<file path="config.mk">
export PLATFORM = sky130hd
export DESIGN_NAME = peak_gated_smoothed_gain_top_flat
export DESIGN_NICKNAME = d
export VERILOG_FILES = /design/src/hw/rtl/pgsg_pkg.sv /design/src/hw/rtl/pgsg_if.sv /design/src/hw/rtl/peak_gated_smoothed_gain_top.sv /design/src/hw/rtl/pgsg_mul.sv /design/src/flat_wrapper.sv
export SDC_FILE = /design/constraint.sdc
export NUM_CORES = 1
export LEC_CHECK = 0
export BUFFER_PORTS_ARGS = -buffer_cell sky130_fd_sc_hd__buf_2
export CORE_MARGIN = 8
export CORE_UTILIZATION = 71
export CTS_BUF_LIST = sky130_fd_sc_hd__clkbuf_4 sky130_fd_sc_hd__clkbuf_8
export DETAILED_ROUTE_END_ITERATION = 8
export GPL_TIMING_DRIVEN = 0
export PLACE_DENSITY = 0.88
export SYNTH_ARGS = -nofsm -noshare
export SYNTH_HDL_FRONTEND = slang
export SYNTH_HIERARCHICAL = 1
export SYNTH_SLANG_ARGS = --single-unit
</file>
<file path="constraint.sdc">
create_clock -name i_clk -period 19.7 [get_ports i_clk]
set_input_delay 2.955 -clock i_clk [delete_from_list [all_inputs] [get_ports i_clk]]
set_output_delay 2.955 -clock i_clk [all_outputs]
set_load 0.005 [all_outputs]
</file>
<file path="src/hw/rtl/pgsg_pkg.sv">
`default_nettype none

package pgsg_pkg;

    // Sample width default; the top level parameter takes it from here
    localparam int SAMPLE_BITS_DEF = 16;

    // Fixed register widths
    localparam int THR_W      = 16;
    localparam int GAIN_W     = 17;
    localparam int WEIGHT_W   = 9;
    localparam int CFG_IDX_W  = 2;
    localparam int CFG_DATA_W = 17;

    // Register indexes on the configuration channel
    localparam logic [CFG_IDX_W-1:0] CFG_GATE_THRESHOLD = 2'd0;
    localparam logic [CFG_IDX_W-1:0] CFG_MAX_GAIN       = 2'd1;
    localparam logic [CFG_IDX_W-1:0] CFG_NEW_WEIGHT     = 2'd2;

    // Register reset values: threshold ~0.05, gain 2.0, weight ~0.2
    localparam logic [THR_W-1:0]    THR_RST    = 16'd1638;
    localparam logic [GAIN_W-1:0]   GAIN_RST   = 17'd65536;
    localparam logic [WEIGHT_W-1:0] WEIGHT_RST = 9'd51;

    // Smoothing arithmetic: weights in Q1.8, rounded half up
    localparam logic [WEIGHT_W-1:0] WEIGHT_ONE = 9'd256;
    localparam int MIX_W     = 26;
    localparam int MIX_SHIFT = 8;
    localparam int MIX_ROUND = 128;

    // Playback product rounding and shift
    localparam int PLAY_SHIFT = 15;
    localparam int PLAY_ROUND = 16384;

    // Gain operand of the shared multiplier is 17 bits unsigned, one sign bit on top
    localparam int MUL_B_W = GAIN_W + 1;

    // Width of the other multiplier operand: a sample, a peak or a weight, signed
    function automatic int mul_a_w(input int sb);
        return (sb > WEIGHT_W) ? sb + 1 : WEIGHT_W + 1;
    endfunction

    // What the shared multiplier works on in a given cycle
    typedef enum logic [1:0] {
        MUL_GAIN,   // peak x max_gain
        MUL_KEEP,   // (1 - w) x smoothed gain
        MUL_NEW,    // w x new gain
        MUL_PLAY    // sample x smoothed gain
    } t_mul_op;

    // Sequencer states
    typedef enum logic [2:0] {
        ST_IDLE,
        ST_GAIN,
        ST_CLAMP,
        ST_MIX,
        ST_SUM,
        ST_PMUL,
        ST_PSAT
    } t_state;

endpackage

`default_nettype wire

</file>
<file path="src/hw/rtl/pgsg_if.sv">
`default_nettype none

// Input request channel: one audio sample with its kind and last mark
interface pgsg_in_if #(
    parameter int SAMPLE_BITS = pgsg_pkg::SAMPLE_BITS_DEF
);
    logic                          valid;
    logic                          ready;
    logic                          func;
    logic signed [SAMPLE_BITS-1:0] sample_in;
    logic                          last;

    modport source (output valid, func, sample_in, last, input ready);
    modport sink   (input valid, func, sample_in, last, output ready);
endinterface

// Output request channel: one scaled playback sample
interface pgsg_out_if #(
    parameter int SAMPLE_BITS = pgsg_pkg::SAMPLE_BITS_DEF
);
    logic                          valid;
    logic                          ready;
    logic signed [SAMPLE_BITS-1:0] sample_out;
    logic                          muted;
    logic                          last_out;

    modport source (output valid, sample_out, muted, last_out, input ready);
    modport sink   (input valid, sample_out, muted, last_out, output ready);
endinterface

// Configuration write channel
interface pgsg_cfg_if;
    logic                              valid;
    logic                              ready;
    logic [pgsg_pkg::CFG_IDX_W-1:0]    index;
    logic [pgsg_pkg::CFG_DATA_W-1:0]   data;

    modport source (output valid, index, data, input ready);
    modport sink   (input valid, index, data, output ready);
endinterface

`default_nettype wire

</file>
<file path="src/hw/rtl/peak_gated_smoothed_gain_top.sv">
`default_nettype none

// Noise gate with peak-envelope gain.
// Channels: i_in takes one sample request at a time (func 0 microphone,
// func 1 playback); o_out gives one scaled sample per playback request;
// i_cfg writes gate_threshold (0), max_gain (1) and new_weight (2), is always
// ready and must only be used while the block is idle.
// Sequence: a microphone sample is taken in ST_IDLE and the block stays idle. The
// last microphone sample of a buffer then goes to ST_GAIN and back when the gate
// closes, or through ST_GAIN, ST_CLAMP, ST_MIX and ST_SUM when it opens (peak x
// gain, clamp, two smoothing products, sum), all on one shared multiplier.
// A playback sample goes through ST_PMUL and ST_PSAT to the output register and
// shows on o_out the cycle after that; the next request is taken in that same
// cycle. i_in.ready is low while a request is being worked on.
// Stall: the output register holds a result until o_out.ready; a playback
// request waits in its last step until the register is free, so nothing is
// dropped.
// Reset (synchronous, active low): registers to their defaults, peak and
// smoothed gain to zero, gate closed, output empty.
module peak_gated_smoothed_gain_top #(
    parameter int SAMPLE_BITS = pgsg_pkg::SAMPLE_BITS_DEF
) (
    input  logic        i_clk,
    input  logic        i_rst_n,
    pgsg_in_if.sink     i_in,
    pgsg_out_if.source  o_out,
    pgsg_cfg_if.sink    i_cfg
);
    import pgsg_pkg::*;

    localparam int A_W  = mul_a_w(SAMPLE_BITS);
    localparam int P_W  = A_W + MUL_B_W;
    localparam int SF   = SAMPLE_BITS - 1;
    localparam int G_W  = P_W - SF;
    localparam int Q_W  = P_W + 1 - PLAY_SHIFT;
    localparam int CMP_W = (SAMPLE_BITS > THR_W) ? SAMPLE_BITS : THR_W;

    localparam logic signed [Q_W-1:0] SAT_HI = Q_W'((1 << (SAMPLE_BITS - 1)) - 1);
    localparam logic signed [Q_W-1:0] SAT_LO = ~SAT_HI;
    localparam logic [SAMPLE_BITS-1:0] PEAK_MAX = {1'b1, {(SAMPLE_BITS-1){1'b0}}};

    // Sequencer
    t_state  r_state, n_state;
    t_mul_op mul_op;
    logic    in_ready;
    logic    gate_close;
    logic    load_out;
    logic    out_free;

    // Registers and state
    logic [THR_W-1:0]              r_thr;
    logic [GAIN_W-1:0]             r_max_gain;
    logic [WEIGHT_W-1:0]           r_weight;
    logic [SAMPLE_BITS-1:0]        r_peak;
    logic [GAIN_W-1:0]             r_sg;
    logic                          r_gate_open;
    logic [GAIN_W-1:0]             r_gain;
    logic [MIX_W-1:0]              r_acc;
    logic signed [SAMPLE_BITS-1:0] r_sample;
    logic                          r_last;

    // Output register
    logic                          r_out_valid;
    logic signed [SAMPLE_BITS-1:0] r_out_sample;
    logic                          r_out_muted;
    logic                          r_out_last;

    // Datapath
    logic signed [P_W-1:0]     prod;
    logic [SAMPLE_BITS-1:0]    mag;
    logic [WEIGHT_W-1:0]       w_clamp;
    logic [WEIGHT_W-1:0]       keep_w;
    logic [G_W-1:0]            gain_full;
    logic [GAIN_W-1:0]         gain_clamped;
    logic [MIX_W:0]            mix_sum;
    logic signed [P_W:0]       play_rnd;
    logic signed [Q_W-1:0]     play_q;
    logic signed [SAMPLE_BITS-1:0] play_sat;
    logic                      in_take;
    logic                      below_thr;

    assign in_take  = i_in.valid && in_ready;
    assign out_free = !r_out_valid || o_out.ready;

    // Magnitude of the incoming sample; full-scale negative stays exact
    assign mag = i_in.sample_in[SAMPLE_BITS-1]
               ? (~i_in.sample_in + SAMPLE_BITS'(1))
               : i_in.sample_in;

    // Smoothing weights, new weight capped at one
    assign w_clamp = (r_weight > WEIGHT_ONE) ? WEIGHT_ONE : r_weight;
    assign keep_w  = WEIGHT_ONE - w_clamp;

    assign below_thr = CMP_W'(r_peak) < CMP_W'(r_thr);

    // Gain from peak, truncated then clamped to max_gain
    assign gain_full    = prod[P_W-1:SF];
    assign gain_clamped = (gain_full > G_W'(r_max_gain)) ? r_max_gain : gain_full[GAIN_W-1:0];

    // Smoothed gain sum, rounded half up
    assign mix_sum = {1'b0, r_acc} + {1'b0, prod[MIX_W-1:0]} + (MIX_W+1)'(MIX_ROUND);

    // Playback: round, floor shift, saturate
    assign play_rnd = $signed({prod[P_W-1], prod}) + $signed((P_W+1)'(PLAY_ROUND));
    assign play_q   = play_rnd[P_W:PLAY_SHIFT];
    always_comb begin
        if (play_q > SAT_HI) begin
            play_sat = SAT_HI[SAMPLE_BITS-1:0];
        end else if (play_q < SAT_LO) begin
            play_sat = SAT_LO[SAMPLE_BITS-1:0];
        end else begin
            play_sat = play_q[SAMPLE_BITS-1:0];
        end
    end

    // Shared multiplier
    pgsg_mul #(
        .SAMPLE_BITS (SAMPLE_BITS)
    ) u_mul (
        .i_clk      (i_clk),
        .i_op       (mul_op),
        .i_peak     (r_peak),
        .i_sample   (r_sample),
        .i_max_gain (r_max_gain),
        .i_gain     (r_gain),
        .i_smoothed (r_sg),
        .i_keep_w   (keep_w),
        .i_new_w    (w_clamp),
        .o_prod     (prod)
    );

    // State register
    always_ff @(posedge i_clk) begin
        if (!i_rst_n) begin
            r_state <= ST_IDLE;
        end else begin
            r_state <= n_state;
        end
    end

    // Next state and controls
    always_comb begin
        n_state    = r_state;
        in_ready   = 1'b0;
        mul_op     = MUL_PLAY;
        gate_close = 1'b0;
        load_out   = 1'b0;
        case (r_state)
            ST_IDLE: begin
                in_ready = 1'b1;
                if (i_in.valid) begin
                    if (i_in.func) begin
                        n_state = ST_PMUL;
                    end else if (i_in.last) begin
                        n_state = ST_GAIN;
                    end
                end
            end
            ST_GAIN: begin
                mul_op = MUL_GAIN;
                if (below_thr) begin
                    gate_close = 1'b1;
                    n_state    = ST_IDLE;
                end else begin
                    n_state = ST_CLAMP;
                end
            end
            ST_CLAMP: begin
                mul_op  = MUL_KEEP;
                n_state = ST_MIX;
            end
            ST_MIX: begin
                mul_op  = MUL_NEW;
                n_state = ST_SUM;
            end
            ST_SUM: begin
                n_state = ST_IDLE;
            end
            ST_PMUL: begin
                mul_op  = MUL_PLAY;
                n_state = ST_PSAT;
            end
            ST_PSAT: begin
                if (out_free) begin
                    load_out = 1'b1;
                    n_state  = ST_IDLE;
                end
            end
            default: begin
                n_state = ST_IDLE;
            end
        endcase
    end

    // Configuration registers
    assign i_cfg.ready = 1'b1;
    always_ff @(posedge i_clk) begin
        if (!i_rst_n) begin
            r_thr      <= THR_RST;
            r_max_gain <= GAIN_RST;
            r_weight   <= WEIGHT_RST;
        end else if (i_cfg.valid) begin
            case (i_cfg.index)
                CFG_GATE_THRESHOLD: r_thr      <= i_cfg.data[THR_W-1:0];
                CFG_MAX_GAIN:       r_max_gain <= i_cfg.data[GAIN_W-1:0];
                CFG_NEW_WEIGHT:     r_weight   <= i_cfg.data[WEIGHT_W-1:0];
                default: begin
                end
            endcase
        end
    end

    // Peak, gate and smoothed gain
    always_ff @(posedge i_clk) begin
        if (!i_rst_n) begin
            r_peak      <= '0;
            r_sg        <= '0;
            r_gate_open <= 1'b0;
        end else begin
            if (in_take && !i_in.func && (mag > r_peak)) begin
                r_peak <= mag;
            end
            if (gate_close) begin
                r_gate_open <= 1'b0;
                r_peak      <= '0;
            end
            if (r_state == ST_SUM) begin
                r_sg        <= mix_sum[MIX_SHIFT +: GAIN_W];
                r_gate_open <= 1'b1;
                r_peak      <= '0;
            end
        end
    end

    // Working registers
    always_ff @(posedge i_clk) begin
        if (in_take) begin
            r_sample <= i_in.sample_in;
            r_last   <= i_in.last;
        end
        if (r_state == ST_CLAMP) begin
            r_gain <= gain_clamped;
        end
        if (r_state == ST_MIX) begin
            r_acc <= prod[MIX_W-1:0];
        end
    end

    // Output register
    always_ff @(posedge i_clk) begin
        if (!i_rst_n) begin
            r_out_valid <= 1'b0;
        end else if (load_out) begin
            r_out_valid <= 1'b1;
        end else if (o_out.ready) begin
            r_out_valid <= 1'b0;
        end
    end

    always_ff @(posedge i_clk) begin
        if (load_out) begin
            r_out_sample <= r_gate_open ? play_sat : '0;
            r_out_muted  <= !r_gate_open;
            r_out_last   <= r_last;
        end
    end

    assign i_in.ready       = in_ready;
    assign o_out.valid      = r_out_valid;
    assign o_out.sample_out = r_out_sample;
    assign o_out.muted      = r_out_muted;
    assign o_out.last_out   = r_out_last;

    // A muted result is always silence
    a_muted_zero: assert property (@(posedge i_clk) disable iff (!i_rst_n)
        (o_out.valid && o_out.muted) |-> (o_out.sample_out == '0))
        else $error("muted result carries a non-zero sample");

    // After a microphone sample that does not end a buffer, the input is ready again in the next cycle
    a_mic_one_cycle: assert property (@(posedge i_clk) disable iff (!i_rst_n)
        (i_in.valid && i_in.ready && !i_in.func && !i_in.last) |=> i_in.ready)
        else $error("non-final microphone sample held the input");

    // Peak magnitude never exceeds full scale
    a_peak_range: assert property (@(posedge i_clk) disable iff (!i_rst_n)
        r_peak <= PEAK_MAX)
        else $error("peak level out of range");

    // A closing gate leaves the smoothed gain untouched
    a_gate_close_keeps_gain: assert property (@(posedge i_clk) disable iff (!i_rst_n)
        gate_close |=> $stable(r_sg))
        else $error("smoothed gain changed while the gate closed");

endmodule

`default_nettype wire

</file>
<file path="src/hw/rtl/pgsg_mul.sv">
`default_nettype none

// Shared signed multiplier with operand select and a registered product
module pgsg_mul #(
    parameter int SAMPLE_BITS = pgsg_pkg::SAMPLE_BITS_DEF
) (
    input  logic                                  i_clk,
    input  pgsg_pkg::t_mul_op                     i_op,
    input  logic        [SAMPLE_BITS-1:0]         i_peak,
    input  logic signed [SAMPLE_BITS-1:0]         i_sample,
    input  logic        [pgsg_pkg::GAIN_W-1:0]    i_max_gain,
    input  logic        [pgsg_pkg::GAIN_W-1:0]    i_gain,
    input  logic        [pgsg_pkg::GAIN_W-1:0]    i_smoothed,
    input  logic        [pgsg_pkg::WEIGHT_W-1:0]  i_keep_w,
    input  logic        [pgsg_pkg::WEIGHT_W-1:0]  i_new_w,
    output logic signed [pgsg_pkg::mul_a_w(SAMPLE_BITS)+pgsg_pkg::MUL_B_W-1:0] o_prod
);
    import pgsg_pkg::*;

    localparam int A_W = mul_a_w(SAMPLE_BITS);
    localparam int P_W = A_W + MUL_B_W;

    logic signed [A_W-1:0]     mul_a;
    logic signed [MUL_B_W-1:0] mul_b;
    logic signed [P_W-1:0]     r_prod;

    // Operand select
    always_comb begin
        case (i_op)
            MUL_GAIN: begin
                mul_a = $signed({{(A_W-SAMPLE_BITS){1'b0}}, i_peak});
                mul_b = $signed({1'b0, i_max_gain});
            end
            MUL_KEEP: begin
                mul_a = $signed({{(A_W-WEIGHT_W){1'b0}}, i_keep_w});
                mul_b = $signed({1'b0, i_smoothed});
            end
            MUL_NEW: begin
                mul_a = $signed({{(A_W-WEIGHT_W){1'b0}}, i_new_w});
                mul_b = $signed({1'b0, i_gain});
            end
            MUL_PLAY: begin
                mul_a = $signed({{(A_W-SAMPLE_BITS){i_sample[SAMPLE_BITS-1]}}, i_sample});
                mul_b = $signed({1'b0, i_smoothed});
            end
            default: begin
                mul_a = '0;
                mul_b = '0;
            end
        endcase
    end

    // Product register
    always_ff @(posedge i_clk) begin
        r_prod <= P_W'(mul_a * mul_b);
    end

    assign o_prod = r_prod;

endmodule

`default_nettype wire
</file>
<file path="src/flat_wrapper.sv">
// flat-port wrapper written by rule: the top's interface ports become plain ports
module peak_gated_smoothed_gain_top_flat import pgsg_pkg::*;
#(
    parameter int SAMPLE_BITS = pgsg_pkg::SAMPLE_BITS_DEF
)
  (i_clk, i_rst_n, i_in_valid, i_in_func, i_in_sample_in, i_in_last, i_in_ready, o_out_valid, o_out_sample_out, o_out_muted, o_out_last_out, o_out_ready, i_cfg_valid, i_cfg_index, i_cfg_data, i_cfg_ready);
  pgsg_in_if #(.SAMPLE_BITS(SAMPLE_BITS)) i_in_i ();
  pgsg_out_if #(.SAMPLE_BITS(SAMPLE_BITS)) o_out_i ();
  pgsg_cfg_if i_cfg_i ();
  input  logic i_clk;
  input  logic i_rst_n;
  input wire logic [$bits(i_in_i.valid)-1:0] i_in_valid;
  input wire logic [$bits(i_in_i.func)-1:0] i_in_func;
  input wire logic [$bits(i_in_i.sample_in)-1:0] i_in_sample_in;
  input wire logic [$bits(i_in_i.last)-1:0] i_in_last;
  output wire logic [$bits(i_in_i.ready)-1:0] i_in_ready;
  output wire logic [$bits(o_out_i.valid)-1:0] o_out_valid;
  output wire logic [$bits(o_out_i.sample_out)-1:0] o_out_sample_out;
  output wire logic [$bits(o_out_i.muted)-1:0] o_out_muted;
  output wire logic [$bits(o_out_i.last_out)-1:0] o_out_last_out;
  input wire logic [$bits(o_out_i.ready)-1:0] o_out_ready;
  input wire logic [$bits(i_cfg_i.valid)-1:0] i_cfg_valid;
  input wire logic [$bits(i_cfg_i.index)-1:0] i_cfg_index;
  input wire logic [$bits(i_cfg_i.data)-1:0] i_cfg_data;
  output wire logic [$bits(i_cfg_i.ready)-1:0] i_cfg_ready;
  assign i_in_i.valid = i_in_valid;
  assign i_in_i.func = i_in_func;
  assign i_in_i.sample_in = i_in_sample_in;
  assign i_in_i.last = i_in_last;
  assign i_in_ready = i_in_i.ready;
  assign o_out_valid = o_out_i.valid;
  assign o_out_sample_out = o_out_i.sample_out;
  assign o_out_muted = o_out_i.muted;
  assign o_out_last_out = o_out_i.last_out;
  assign o_out_i.ready = o_out_ready;
  assign i_cfg_i.valid = i_cfg_valid;
  assign i_cfg_i.index = i_cfg_index;
  assign i_cfg_i.data = i_cfg_data;
  assign i_cfg_ready = i_cfg_i.ready;
  peak_gated_smoothed_gain_top #(.SAMPLE_BITS(SAMPLE_BITS)) u_core (.i_clk(i_clk), .i_rst_n(i_rst_n), .i_in(i_in_i), .o_out(o_out_i), .i_cfg(i_cfg_i));
endmodule
</file>
# After elaboration in Yosys (flattened, before gate mapping)
# Index checks and enable logic that the tools add are counted.
# totals
register_bits	192
in_bits	42
# op_classes
add_sub_neg	5
mul	1
magnitude_cmp	6
eq_ne	14
muxes	23
bitwise	3
n_reduce_logical	19
# ops
cell	count
$pmux 17 s4	1
$pmux 18 s3	1
$add 35x16->36 const B	1
$mul 17x18->35	1
$mux 16	2
$add 25x25->25	1
$add 25x8->25 const B	1
$gt 21x16->1 const B	1
$lt 21x16->1 const B	1
$gt 20x17->1	1
$pmux 3 s6	1
$mux 17	1
$add 16x2->16 const B	1
$gt 16x16->1	1
$lt 16x16->1	1
$not 16->16	1
$mux 15	1
$mux 3	4
$eq 3x3->1 const B	3
$gt 9x9->1 const B	1
$mux 1	9
$mux 9	1
$sub 9x9->9 const A	1
$eq 2x2->1 const B	3
other kinds (19)	31

# Longest topological paths before layout
# logic_depth
word_depth	6
depth_mapped	31
mapped_depth_nobuf	30

# Cells and area by module
# Netlist, hierarchy kept.
# modules_own_cells
mod	n_inst	cells_each	area_each_um2	seq_area_each_um2
pgsg_mul	1	1312	11218.3	700.7
peak_gated_smoothed_gain_top	1	918	8857.2	3913.8

# Worst setup path before layout
# OpenSTA, ideal clock, no wires.
# synth_timing
kind	flip-flop to flip-flop
startpoint	reg u_core.r_weight[8]
endpoint	reg u_core.u_mul.r_prod[34], in the netlist u_core/u_mul/o_prod[34]
setup_time_ps	131
arrival_time_ps	7129
required_time_ps	19569
path_slack_ps	12440
path_stages_with_launch	28
synth_period_minus_slack_ps	7260
path_cell_list	dfxtp_1 -> clkbuf_1 -> inv_1 -> nand2_1 -> ha_1 -> inv_1 -> or3_1 -> o32ai_1 -> mux4_2 -> clkbuf_1 -> nand2_1 -> fa_1 -> fa_1 -> inv_1 -> fa_1 -> fa_1 -> fa_1 -> inv_1 -> fa_1 -> inv_1 -> ha_1 -> a21o_1 -> a21o_1 -> a21o_1 -> or2_0 -> a221o_1 -> a2111oi_0 -> nor3_1
# synth_via
elab_chain_len	5
# synth_rtl
item	line	rtl
start: declaration	peak_gated_smoothed_gain_top.sv:53	logic [WEIGHT_W-1:0] r_weight;
start signal: assignment	peak_gated_smoothed_gain_top.sv:206	CFG_NEW_WEIGHT: r_weight <= i_cfg.data[WEIGHT_W-1:0];
$gt 9x9->1	peak_gated_smoothed_gain_top.sv:91	assign w_clamp = (r_weight > WEIGHT_ONE) ? WEIGHT_ONE : r_weight;
$mux 9 *	peak_gated_smoothed_gain_top.sv:91	
$sub 9x9->9 *	peak_gated_smoothed_gain_top.sv:92	assign keep_w = WEIGHT_ONE - w_clamp;
net u_core.keep_w[8]	peak_gated_smoothed_gain_top.sv:72	logic [WEIGHT_W-1:0] keep_w;
$pmux 17 s4 *	pgsg_mul.sv:29	case (i_op)
$mul 17x18->35 *	pgsg_mul.sv:55	r_prod <= P_W'(mul_a * mul_b);
end signal: assignment	pgsg_mul.sv:55	
end: declaration	pgsg_mul.sv:25	logic signed [P_W-1:0] r_prod;
# Mark *: on every way through the listed nets, which the timed path passes. The rest lies on a longest branch.
# A chain may end at the register's enable or synchronous reset.

# Final worst setup path
# layout_timing
startpoint	reg u_core.r_state[2]
endpoint	reg u_core.u_mul.r_prod[27], in the netlist u_core/u_mul/o_prod[27]
# layout_via
elab_chain_len	6
# layout_rtl
item	line	rtl
start: declaration	peak_gated_smoothed_gain_top.sv:43	t_state r_state, n_state;
start signal: assignment	peak_gated_smoothed_gain_top.sv:137	r_state <= n_state;
$eq 3x2->1 / $eq 3x1->1 (equally long branches)	peak_gated_smoothed_gain_top.sv:148	case (r_state)
$pmux 2 s3 *	peak_gated_smoothed_gain_top.sv:148	
net u_core.mul_op[0]	peak_gated_smoothed_gain_top.sv:44	t_mul_op mul_op;
$eq 2x2->1 / $eq 2x1->1 (equally long branches)	pgsg_mul.sv:29	
$reduce_or 2->1 (no source line)	-	
$pmux 18 s3	pgsg_mul.sv:29	
$mul 17x18->35 *	pgsg_mul.sv:55	
# Mark *: on every way through the listed nets, which the timed path passes. The rest lies on a longest branch. The select of a mux whose other input is x is not followed.

==> results.sh <==
export IMPL_grt_usage=0.334
export IMPL_numCtsBuffers=17
export IMPL_drv_slew=0
export IMPL_placed_cells=2672
export IMPL_drive_gt1_frac=0.0688
export IMPL_antennaDiodeCount=0
export IMPL_synth_top_family_by_area="adder cells"
export IMPL_slew_headroom=0.212
export IMPL_yosys_area_share_adder=0.363
export IMPL_cts_tree="yes"
export IMPL_cp_required_ps=20060
export IMPL_fin_crit_ps=9080
export IMPL_worstHoldPathCells=0
export IMPL_synthSimpleGateAreaFrac=0.149
export IMPL_synth_seq_area_share=0.230
export IMPL_yosysWarnings=6
export IMPL_fin_tns_setup_ps=0
export IMPL_rrSetupSlack_ps=10620
export IMPL_synth_area_leaders="fa_1 22%, ha_1 14%, edfxtp_1 12%, dfxtp_1 11%, inv_1 6.5%"
export IMPL_yosysTopAreaCellShare=0.223
export IMPL_crit_type="reg -> reg"
export IMPL_endpoint_kind="flip-flop"
export IMPL_start_util=0.723
export IMPL_worstHoldPathType="reg -> reg"
export IMPL_num_fill_cells=1980
export IMPL_grt_max_degree=20
export IMPL_cts_sinks=192
export IMPL_powerDensity_nw_per_um2=138
export IMPL_peakVddDrop_v=0.000139
export IMPL_row_count=61
export IMPL_hpwl_um=45000
export IMPL_skew_ps=14.1
export IMPL_p_sw_frac=0.509
export IMPL_synthArstFlopShare=0
export IMPL_syn_area_per_cell_um2=9.00
export IMPL_hold_viol=0
export IMPL_nNetsFinal=2803
export IMPL_synth_compound_area_share=0.115
export IMPL_fmax_mhz=110
export IMPL_grt_first_pass_wirelength_um=88100
export IMPL_status="complete, no violations"
export IMPL_finish_utilization=0.769
export IMPL_cts_resized_gates=0
export IMPL_antenna_found_initial=1
export IMPL_chipHeight_um=184
export IMPL_p_leak_nw=10.2
export IMPL_h_tree_depth=4
export IMPL_hold_start="u_core/u_mul/o_prod[3]"
export IMPL_drc_errors=0
export IMPL_yosys_cell_types_count=84
export IMPL_ant_nets=0
export IMPL_drv_cap=0
export IMPL_arrival_ps=9450
export IMPL_synthXorXnorAreaFrac=0.0327
export IMPL_syn_nets=2720
export IMPL_synth_seq_cells=192
export IMPL_holdBufCountCts=0
export IMPL_grt_overflow=0
export IMPL_p_clk_frac=0.103
export IMPL_area_growth_pct=6.46
export IMPL_yosysMostFrequentCell="inv_1"
export IMPL_grt_pass1_vias=17170
export IMPL_clockRootBuffer="clkbuf_8"
export IMPL_drt_pass1_iter_count=6
export IMPL_clockBufferDepth=2
export IMPL_r2r_end="u_core/u_mul/o_prod[27]"
export IMPL_cts_setup_buffers=0
export IMPL_fin_total_pwr_w=0.00295
export IMPL_gp_congestion=0.978
export IMPL_io_pins=63
export IMPL_p_int_w=0.00145
export IMPL_multi_input_area_um2=13800
export IMPL_rr_worst_depth=25
export IMPL_fin_cells=2704
export IMPL_worst_slew_pin_slew_ps=1170
export IMPL_fp_dieArea_um2=33900
export IMPL_p_comb_frac=0.702
export IMPL_start_kind="flip-flop"
export IMPL_coreArea_um2=27800
export IMPL_wirelength_um=55300
export IMPL_numPortBuffers=61
export IMPL_period_share=0.461
export IMPL_vias=16738
export IMPL_synthTopCellsByCount="345 x inv_1, 298 x nand2_1, 224 x fa_1, 224 x ha_1, 201 x nor2_1"
export IMPL_setup_violations=0
export IMPL_rsz0062_at_grt="no"
export IMPL_clk_pin_slew_ps=90
export IMPL_synth_edf_count=77
export IMPL_viasPerCell=6.19
export IMPL_ys_flop_type="dfxtp_1"
export IMPL_drt_iter0_drc=1528
export IMPL_die_x_um=184
export IMPL_worstHoldEndpoint="u_core/r_acc[3]"
export IMPL_synth_area_leader_cell="fa_1"
export IMPL_cp_max_fo=10
export IMPL_seqPwrFrac=0.195
export IMPL_p_switching_w=0.00150
export IMPL_regArea_um2=4610
export IMPL_synthMuxAreaShare=0.0292
export IMPL_syn_cell_area_um2=20100
export IMPL_wire_per_inst_um=20.4
export IMPL_regToRegStartpoint="u_core/r_state[2]"
export IMPL_clock_latency_ps=480
export IMPL_synthCells=2230
-- metrics by stage --
stage	instance area [um^2]	setup slack, ps	hold WS, ps
final	21400	10620	450
after global routing	21400	10340	466
after CTS	21400	10950	448
after detailed placement	20900	10960	430
after global placement	20900	11140	404
after floorplan	20100	12440	400
-- power groups by stage --
stage                     Clock, W  Combinational, W  Sequential [W]
after global placement           0           0.00195        0.000577
after global routing      0.000318           0.00232        0.000577
after detailed placement         0           0.00202        0.000580
after CTS                 0.000303           0.00204        0.000571
after floorplan                  0           0.00153        0.000540
final                     0.000303           0.00207        0.000574
-- worst max-delay path by stage --
stage                       startpoint                      end  slack (ps)
floorplan           u_core/r_weight[8]  u_core/u_mul/o_prod[34]       12440
global placement     u_core/r_state[2]  u_core/u_mul/o_prod[27]       11140
detailed placement   u_core/r_state[2]  u_core/u_mul/o_prod[27]       10960
CTS                  u_core/r_state[2]  u_core/u_mul/o_prod[27]       10950
global route         u_core/r_state[2]  u_core/u_mul/o_prod[27]       10340
finish               u_core/r_state[2]  u_core/u_mul/o_prod[27]       10620
-- registers in the layout, summed over array words and instances (netlist names) --
signal                   cells
u_core/r_weight              9
u_core/o_out.last_out        1
u_core/r_acc                25
u_core/r_peak               16
u_core/o_out.sample_out     16
u_core/o_out.valid           1
u_core/r_last                1
u_core/r_max_gain           17
u_core/r_state               3
u_core/r_thr                16
u_core/r_sg                 17
u_core/o_out.muted           1
u_core/r_gate_open           1
u_core/u_mul/o_prod         35
u_core/r_sample             16
u_core/r_gain               17
-- kinds of logic (layout without fill, tap and decap cells) --
| group | Yosys count | count (layout) |
|---|---|---|
| AOI/OAI and AO/OA | 352 | 352 |
| DFF | 192 | 192 |
| muxes | 53 | 53 |
| xor gates and xnor gates | 75 | 75 |
| adders and majority gates | 448 | 448 |
| buffers and inverters | 428 | 524 |
| and+or+nand+nor | 681 | 681 |
| other | 1 | 1 |
-- cell type report --
class	count	share of cell area
well taps	378	0.0221
multi-input cells	1610	0.648
plain buffers	83	0.0156
repair buffers	64	0.0160
flip-flops and latches	192	0.216
clock inverters	12	0.00954
inverters	345	0.0606
clock buffers	20	0.0123
-- cells in the final DEF (no fill, tap or decap), drive strengths merged, types with 16 or more instances in the layout --
cell	instances
o21a	24
xnor2	50
a21o	40
nor3	16
mux2i	27
fa	224
nand3	34
and2	19
a211oi	25
inv	349
dfxtp	115
nor2	201
xor2	25
nor2b	20
o21ai	68
nand2	299
nand2b	18
buf	79
a21oi	113
nand4	17
edfxtp	77
ha	224
mux2	24
clkbuf	88
-- critical path, stage by stage (launching register included) --
cell and delay, ps:
dfxtp_1 490, clkbuf_1 410, nand2b_1 280, clkbuf_1 290, clkbuf_1 490, nor2_1 170
a21oi_1 730, clkbuf_1 580, nand2_1 170, fa_1 540, fa_1 540, inv_1 60
fa_1 500, fa_1 550, fa_1 550, inv_1 50, fa_1 520, inv_1 40
ha_1 340, and2_1 290, nand3_1 190, nand2b_1 190, o22ai_1 430, o21ai_0 250
nor2b_1 200, xnor2_1 130
-- routing by layer --
layer / vias up / share of wire / track usage / routed length (um)
met5: - / 0 / 0 / 0
met4: 0 / 0.054 / 0.175 / 2970
li1: 7482 / - / - / -
met1: 8117 / 0.37 / 0.400 / 20500
met2: 916 / 0.48 / 0.564 / 26700
met3: 223 / 0.093 / 0.0679 / 5140
(Power assumes the default switching activity.)
